[config.mk]
export PLATFORM = sky130hd
export DESIGN_NAME = stepper_microstep_coil_driver
export DESIGN_NICKNAME = d
export VERILOG_FILES = /design/src/sv/smdc_pkg.sv /design/src/sv/smdc_hold.sv /design/src/sv/stepper_microstep_coil_driver.sv
export SDC_FILE = /design/constraint.sdc
export NUM_CORES = 1
export LEC_CHECK = 0
export BUFFER_PORTS_ARGS = -buffer_cell sky130_fd_sc_hd__buf_2
export CORE_MARGIN = 2
export CORE_UTILIZATION = 40
export CTS_CLUSTER_DIAMETER = 100
export DETAILED_ROUTE_END_ITERATION = 12
export PLACE_DENSITY_LB_ADDON = 0.08
export SYNTH_ARGS = -nofsm -noshare
export SYNTH_HDL_FRONTEND = slang
export SYNTH_SLANG_ARGS = --single-unit
[constraint.sdc]
create_clock -name clk -period 11.55 [get_ports clk]
set_input_delay 2.31 -clock clk [delete_from_list [all_inputs] [get_ports clk]]
set_output_delay 2.31 -clock clk [all_outputs]
set_load 0.02 [all_outputs]
[src/sv/smdc_pkg.sv]
// ----------------------------------------------------------------------------
// smdc_pkg - shared types and constants for the microstep coil driver
// Field widths, motor geometry and command codes used by all driver modules.
// ----------------------------------------------------------------------------
package smdc_pkg;

    // Motor geometry
    localparam int COILS         = 4;
    localparam int TEETH         = 8;
    localparam int GEARING       = 64;
    localparam int FRACTION_BITS = 8;

    // One revolution in microstep units (power of two for this geometry)
    localparam int REV_UNITS = COILS * TEETH * GEARING * (2 ** FRACTION_BITS);
    localparam int POS_W     = $clog2(REV_UNITS);

    // Field widths
    localparam int OPCODE_W = 2;
    localparam int AMOUNT_W = 20;
    localparam int DUTY_W   = 8;
    localparam int COIL_W   = $clog2(COILS);

    // Stream packing widths (whole bytes)
    localparam int S_TDATA_W = 24;
    localparam int M_TDATA_W = 56;

    localparam logic [DUTY_W-1:0] MAX_DUTY_RESET = 8'd255;

    typedef logic [DUTY_W-1:0] duty_t;
    typedef duty_t [COILS-1:0] duty_vec_t;

    typedef enum logic [OPCODE_W-1:0] {
        OP_SET     = 2'd0,
        OP_MOVE    = 2'd1,
        OP_HOLD    = 2'd2,
        OP_RELEASE = 2'd3
    } opcode_t;

endpackage

[src/sv/smdc_hold.sv]
// ----------------------------------------------------------------------------
// smdc_hold - hold pattern duty generator
// Splits max duty between the current coil and the next one by the step
// fraction of the rotor position. Purely combinational.
// ----------------------------------------------------------------------------
module smdc_hold
    import smdc_pkg::*;
(
    input  logic [POS_W-1:0]  place,
    input  duty_t             max_duty,
    output duty_vec_t         duty
);

    logic [FRACTION_BITS-1:0]                frac;
    logic [COIL_W-1:0]                       base;
    logic [COIL_W-1:0]                       next_coil;
    logic [FRACTION_BITS:0]                  weight_base;
    logic [FRACTION_BITS+DUTY_W:0]           prod_base;
    logic [FRACTION_BITS+DUTY_W:0]           prod_next;
    duty_t                                   duty_base;
    duty_t                                   duty_next;

    // Whole step mod coil count, and fraction of a step
    assign frac      = place[FRACTION_BITS-1:0];
    assign base      = place[FRACTION_BITS +: COIL_W];
    assign next_coil = base + COIL_W'(1);

    // (1 - f) * max and f * max, truncated; f == 0 gives max on base coil
    assign weight_base = (FRACTION_BITS+1)'(2 ** FRACTION_BITS) - {1'b0, frac};
    assign prod_base   = (FRACTION_BITS+DUTY_W+1)'(weight_base * max_duty);
    assign prod_next   = (FRACTION_BITS+DUTY_W+1)'({1'b0, frac} * max_duty);
    assign duty_base   = prod_base[FRACTION_BITS +: DUTY_W];
    assign duty_next   = prod_next[FRACTION_BITS +: DUTY_W];

    // Place the two duties on their coils
    always_comb
    begin
        for (int c = 0; c < COILS; c++)
        begin
            if (COIL_W'(c) == base)
                duty[c] = duty_base;
            else if (COIL_W'(c) == next_coil)
                duty[c] = duty_next;
            else
                duty[c] = '0;
        end
    end

endmodule

[src/sv/stepper_microstep_coil_driver.sv]
// ----------------------------------------------------------------------------
// stepper_microstep_coil_driver - four-coil microstep position and duty unit
// Tracks a wrapped rotor position and produces per-coil drive duties.
// ----------------------------------------------------------------------------
// Usage:
//   Input stream s_*: s_tuser carries the command (set, move, hold, release),
//   s_tdata the signed amount in 1/256 step units. Each accepted item yields
//   exactly one result item on m_*: four coil duties and the wrapped rotor
//   position after the item.
//   max_duty_we/max_duty_wdata write the full-drive duty; write only while
//   no item is in flight.
//   An accepted item sits in the input register, moves to the result
//   register once that is free and is offered on m_tvalid from then on.
//   Throughput is one item per cycle while results are taken; the add/wrap of
//   the position and two 9x8 duty multiplies sit between the two registers.
//   When m_tready is low a full result register holds; the input register can
//   still fill, after which s_tready drops until the result is taken.
//   Reset clears the position to zero, max duty to 255, and empties both
//   registers.
// ----------------------------------------------------------------------------
module stepper_microstep_coil_driver
    import smdc_pkg::*;
(
    input  logic                  clk,
    input  logic                  rst_n,
    input  logic                  s_tvalid,
    output logic                  s_tready,
    input  logic [S_TDATA_W-1:0]  s_tdata,   // [19:0] amount, rest zero
    input  logic [OPCODE_W-1:0]   s_tuser,   // [1:0] opcode
    output logic                  m_tvalid,
    input  logic                  m_tready,
    output logic [M_TDATA_W-1:0]  m_tdata,   // coil0..coil3 duty, rotor_position
    input  logic                  max_duty_we,
    input  logic [DUTY_W-1:0]     max_duty_wdata
);

    logic                        in_valid_reg;
    opcode_t                     in_op_reg;
    logic signed [AMOUNT_W-1:0]  in_amount_reg;
    logic                        out_valid_reg;
    duty_vec_t                   out_duty_reg;
    logic [POS_W-1:0]            out_pos_reg;
    logic [POS_W-1:0]            rotor_place_reg;
    logic [POS_W-1:0]            rotor_place_next;
    duty_t                       max_duty_reg;

    logic                        advance;
    logic [AMOUNT_W:0]           pos_sum;
    duty_vec_t                   hold_duty;
    duty_vec_t                   duty_next;

    // Handshake: result stage frees when empty or taken
    assign advance  = !out_valid_reg || m_tready;
    assign s_tready = !in_valid_reg || advance;

    // Configuration register
    always_ff @(posedge clk or negedge rst_n)
    begin
        if (!rst_n)
            max_duty_reg <= MAX_DUTY_RESET;
        else if (max_duty_we)
            max_duty_reg <= max_duty_wdata;
    end

    // Input register
    always_ff @(posedge clk or negedge rst_n)
    begin
        if (!rst_n)
            in_valid_reg <= 1'b0;
        else if (s_tready)
            in_valid_reg <= s_tvalid;
    end

    always_ff @(posedge clk)
    begin
        if (s_tready && s_tvalid)
        begin
            in_op_reg     <= opcode_t'(s_tuser);
            in_amount_reg <= s_tdata[AMOUNT_W-1:0];
        end
    end

    // Position update; revolution is a power of two so wrap is a truncation
    always_comb
    begin
        pos_sum          = '0;
        rotor_place_next = rotor_place_reg;
        unique case (in_op_reg)
            OP_SET:
            begin
                pos_sum          = (AMOUNT_W+1)'(in_amount_reg);
                rotor_place_next = pos_sum[POS_W-1:0];
            end
            OP_MOVE:
            begin
                pos_sum          = (AMOUNT_W+1)'(rotor_place_reg)
                                 + (AMOUNT_W+1)'(in_amount_reg);
                rotor_place_next = pos_sum[POS_W-1:0];
            end
            OP_HOLD, OP_RELEASE:
            begin
                rotor_place_next = rotor_place_reg;
            end
            default:
            begin
                rotor_place_next = rotor_place_reg;
            end
        endcase
    end

    // Hold pattern from current position
    smdc_hold u_hold (
        .place    (rotor_place_reg),
        .max_duty (max_duty_reg),
        .duty     (hold_duty)
    );

    assign duty_next = (in_op_reg == OP_HOLD) ? hold_duty : '0;

    // Position state
    always_ff @(posedge clk or negedge rst_n)
    begin
        if (!rst_n)
            rotor_place_reg <= '0;
        else if (advance && in_valid_reg)
            rotor_place_reg <= rotor_place_next;
    end

    // Result register
    always_ff @(posedge clk or negedge rst_n)
    begin
        if (!rst_n)
            out_valid_reg <= 1'b0;
        else if (advance)
            out_valid_reg <= in_valid_reg;
    end

    always_ff @(posedge clk)
    begin
        if (advance && in_valid_reg)
        begin
            out_duty_reg <= duty_next;
            out_pos_reg  <= rotor_place_next;
        end
    end

    assign m_tvalid = out_valid_reg;
    assign m_tdata  = {(M_TDATA_W - COILS*DUTY_W - POS_W)'(0), out_pos_reg,
                       out_duty_reg[3], out_duty_reg[2], out_duty_reg[1],
                       out_duty_reg[0]};

    // Checks
    a_two_coils_max: assert property (@(posedge clk) disable iff (!rst_n)
        m_tvalid |-> $countones({out_duty_reg[0] != '0, out_duty_reg[1] != '0,
                                 out_duty_reg[2] != '0, out_duty_reg[3] != '0}) <= 2)
        else $error("more than two coils driven");

    a_duty_sum: assert property (@(posedge clk) disable iff (!rst_n)
        m_tvalid |-> ((DUTY_W+2)'(out_duty_reg[0]) + (DUTY_W+2)'(out_duty_reg[1])
                    + (DUTY_W+2)'(out_duty_reg[2]) + (DUTY_W+2)'(out_duty_reg[3]))
                    <= (DUTY_W+2)'(max_duty_reg))
        else $error("coil duties exceed max duty");

    a_pos_hold: assert property (@(posedge clk) disable iff (!rst_n)
        (advance && in_valid_reg && (in_op_reg == OP_HOLD || in_op_reg == OP_RELEASE))
        |=> $stable(rotor_place_reg))
        else $error("position changed on hold or release");

    a_pos_match: assert property (@(posedge clk) disable iff (!rst_n)
        (advance && in_valid_reg) |=> (out_pos_reg == rotor_place_reg))
        else $error("reported position differs from state");

    a_ready_empty: assert property (@(posedge clk) disable iff (!rst_n)
        !out_valid_reg |-> s_tready)
        else $error("input stalled with empty result stage");

endmodule
Yosys cells after proc, flatten, opt, wreduce, memory -nomap -nowiden:

Index checks and enable logic that the tools add are counted.

* register bits after elaboration: 101
* output and inout port bits: 58
* logic and storage cells: 44

* add/sub/neg operators: 3
* multipliers: 2
* equal/unequal tests: 9
* multiplexer cells: 9
* reductions and logical operators: 10

Operators with widths (count)
* two-way mux 8 bit: 8
* case mux 19 bit (3 select lines): 1
* adder 19 bit: 1
* multiplier 8 x 8 -> 16 bit: 1
* multiplier 9 x 8 -> 16 bit: 1
* subtractor 9 x 8 -> 9 bit (first input constant): 1
* equality test 2 bit (first input constant): 4
* zero test 2 bit: 3
* equality test 1 x 2 -> 1 bit (first input constant): 2
* equality test 2 bit (second input constant): 2
* adder 2 x 1 -> 2 bit (second input constant): 1
* equality test 2 x 1 -> 1 bit (second input constant): 1
* logical AND 1 bit: 2
* zero test 1 bit: 2
* logical OR 1 bit: 2
* OR reduction 2 bit: 1

Longest topological paths before layout:

* depth in word-level cells: 4
* depth in mapped cells: 21
* gate-level depth less buffers: 20

Hierarchy:

A second synthesis with hierarchy kept.

* cell total of the unflattened synthesis: 992
* area total of the unflattened synthesis: 9636.7 um^2

By module, submodules not included
* stepper_microstep_coil_driver: times used 1, cells each 410, area each 4882.2 um^2, seq. area each 2897.8 um^2
* smdc_hold: times used 1, cells each 582, area each 4754.6 um^2, seq. area each 0.0 um^2

Worst setup path before layout:

Ideal clock, no wire load.

* path kind: register to register
* start point: register rotor_place_reg[0]
* end point: register out_duty_reg, in the netlist m_tdata[15], data pin
* data arrival time: 4.900 ns
* slack: 6.371 ns
* cell stages (with the launch flop): 21
* period minus slack after synthesis: 5.179 ns
* path through: dfrtp_1 clkbuf_1 inv_1 ha_1 nand3_1 xor2_1 and2_1 fa_1 fa_1 fa_1 inv_1 fa_1 inv_1 ha_1 nor2_1 a21oi_1 o211ai_2 a211oi_2 o21ai_0 a21oi_1 o221ai_1

* word-level cells in the longest chain between the ends: 3

RTL lines
* start, declared: line stepper_microstep_coil_driver.sv:43 `logic [POS_W-1:0] rotor_place_reg;`
* start signal, assigned: line stepper_microstep_coil_driver.sv:126 `rotor_place_reg <= rotor_place_next;`
* subtractor 9 x 8 -> 9 bit / multiplier 8 x 8 -> 16 bit (equally long branches): line smdc_hold.sv:29, smdc_hold.sv:31
* multiplier 9 x 8 -> 16 bit / two-way mux 8 bit (equally long branches): line smdc_hold.sv:30, smdc_hold.sv:42
* two-way mux 8 bit *: line smdc_hold.sv:40 `if (COIL_W'(c) == base)`
* end signal, assigned: line stepper_microstep_coil_driver.sv:142 `out_duty_reg <= duty_next;`
* end, declared: line stepper_microstep_coil_driver.sv:41 `duty_vec_t out_duty_reg;`

Mark *: on every way between the ends. The rest lies on a longest branch, timed or not.
A chain may end at the register's enable or synchronous reset.

Worst setup path after layout:

* start point: register rotor_place_reg[1]
* end point: register out_duty_reg, in the netlist m_tdata[15], data pin

The elaborated chain is that of the path after synthesis.

==> results.yml <==
layout:
  synthToLayoutAreaGrowth_pct: 10.4
  multi_input_area_um2: 5840
  fin_nets: 1183
  largest_register_ffs: 32
  fillers: 2179
  diodes: 0
  seq_area_um2: 2900
  drive_gt1_share_pct: 15.1
yosys:
  avgSynthCellArea_um2: 10.1
  synth.distinct_cells: 68
  ys_ff_latch: 101
  syn_inst: 921
  synth_edf_count: 72
  synth_top_area_share_pct: 23.2
  yosysWarnings: 0
  yosysMostFrequentCell: "inv_1"
  yosys-top-cells-count: "inv_1 (112), and2_1 (98), ha_1 (84)"
  yosysSeqAreaShare_pct: 31.1
  synth_area_leader_cell: "edfxtp_1"
  ys_async_sr_fraction_pct: 28.7
  ys_top_cells_by_area: "edfxtp_1 (23%), fa_1 (16%), ha_1 (11%)"
  syn_area_um2: 9330
  synth-main-ff-cell: "edfxtp_1"
worst_setup_path:
  cp-start-kind: "register"
  crit_type: "register to register"
  cp.arrival_ps: 5990
  cp_cell_sequence: "inv_1 > ha_1 > nand3_1 > xor2_1 > and2_1 > fa_1 > fa_1 > fa_1 > inv_1 > fa_1 > inv_1 > ha_1 > nor2_1 > a21oi_1 > o211ai_2 > a211oi_2 > o21ai_0 > a21oi_1 > o221ai_1"
  crit_path_max_incr_delay_ps: 670
  path_max_fanout: 14
  slowest_stage: "dfrtp_1"
  end_kind: "register"
  required_ps: 11630
  critPathMostFrequentCell: "fa_1"
clocking:
  tritoncts: "built"
  clkSinkCount: 101
  cts_hold_repair.buffers: 0
  clk_pin_slew_ps: 80
  clk_latency_ps: 360
  cts_setup_buffers: 0
  cts_buffer_depth: 2
  root_buffer: "clkbuf_16"
  cts_resized: 0
  cts_buffers: 9
  htreeDepth: 3
detailed_routing:
  drtAntennaViolNets: 0
  drt-vias-per-instance: 5.08
  drt_wl_total_um: 20600
  drc: 0
  dr.pass1.iters: 5
  wl_per_cell_um: 15.9
  vias: 6611
  drtIter0Drc: 266
global_routing:
  grt_pass1_vias: 6643
  grt_usage_pct: 17.9
  grt_pass1_wl_um: 34600
  antenna_found_initial: 0
  grt_max_degree: 41
  overflow: 0
sta:
  period_share_pct: 51.2
  max-slew-margin-rel_pct: 31.5
  worstMarginPinSlew_ps: 1030
  fin_crit_ps: 5910
  rsz0062_at_grt: "no"
  fin_skew_ps: 14.0
  drv_slew: 0
  setup_viol: 0
  tns_ps: 0
  layout_setup_ws_ps: 5640
  max_freq_mhz: 169
  final-hold-violation-count: 0
status:
  status: "completed"
floorplanning:
  core-area_um2: 22800
  num_rows: 55
  die_h_um: 157
  start_util_pct: 41.0
  die_x_um: 157
  dieArea_um2: 24600
  io_pins: 97
place:
  post-place-ws_ps: 5600
  io_buffer_count: 86
  place_congestion: 0.805
  hpwl_um: 15400
run:
  cap_violations: 0
min_path:
  hold_class: "register to register"
==> cells in the final DEF, fill, tap and decap left out, drive strengths merged, types with 9 or more instances in the layout <==
master	n
nor2b	9
inv	114
xnor2	19
xor2	13
and2	98
a21oi	42
o21ai	27
clkbuf	10
a21o	11
nand3	14
nand2b	9
mux2	21
edfxtp	72
nand2	70
dfrtp	21
mux2i	13
o22ai	25
buf	89
nor3	11
nor2	36
ha	84
fa	76
==> metal layers <==
layer  global-route usage [%]  part of all wire [%]
met5                        0                     0
met4                     3.54                  0.72
met3                     2.80                   2.8
met2                     30.2                    47
met1                     24.5                    49
==> cell type report <==
type	instances	share of cell area, %
clock buffers	10	2.22
clock inverters	6	0.559
inverters	112	4.08
multi-input cells	671	56.8
flip-flops and latches	101	28.2
well taps	313	3.80
repair buffers	89	4.40
==> per-stage QoR <==
| stage | hold slack [ps] | util (%) | cells | cell area, um2 |
|---|---|---|---|---|
| 2_1_floorplan | 457 | - | 925 | 9340 |
| 3_5_place_dp | 486 | 43.9 | 1286 | 10000 |
| 5_1_grt | 524 | 45.2 | 1302 | 10300 |
| 6_report | 507 | 45.2 | 1302 | 10300 |
| 3_3_place_gp | 476 | 43.9 | 1286 | 10000 |
| 4_1_cts | 514 | 45.2 | 1302 | 10300 |
==> worst max-delay path: cells and delay by family (launching register included) <==
kind	cells	cell delay [ps]
AOI/OAI and AO/OA	6	1320
xor gates and xnor gates	1	510
adders and majority gates	6	2530
buffers and inverters	3	220
DFF	1	670
and+or+nand+nor	3	370
==> cells by family after synthesis <==
| logic type | synth area share (%) |
|---|---|
| AO/OA/AOI/OAI | 11.8 |
| adder cells (fa/ha/maj) | 27.6 |
| XOR/XNOR | 3.09 |
| buffers and inverters | 6.44 |
| AND/OR/NAND/NOR | 16.1 |
| multiplexers | 3.93 |
| other | 0.0402 |
| flip-flops | 31.1 |
==> worst paths after layout <==
check	from	end	slack, ps	cells after the start
max in group asynchronous	rst_n	in_valid_reg$_DFFE_PN0N_	9010	1
max	rotor_place_reg[1]$_DFFE_PN0P_	m_tdata[15]$_SDFFCE_PP0P_	5640	19
min in group asynchronous	rst_n	rotor_place_reg[16]$_DFFE_PN0P_	2030	1
min	in_valid_reg$_DFFE_PN0N_	m_tvalid$_DFFE_PN0P_	510	1
min reg2reg	in_valid_reg$_DFFE_PN0N_	m_tvalid$_DFFE_PN0P_	510	1
max reg2reg	rotor_place_reg[1]$_DFFE_PN0P_	m_tdata[15]$_SDFFCE_PP0P_	5640	19
Power is left out: the tool's default activity adds up to more than one toggle a clock period on the data nets, which glitch-free logic cannot reach.
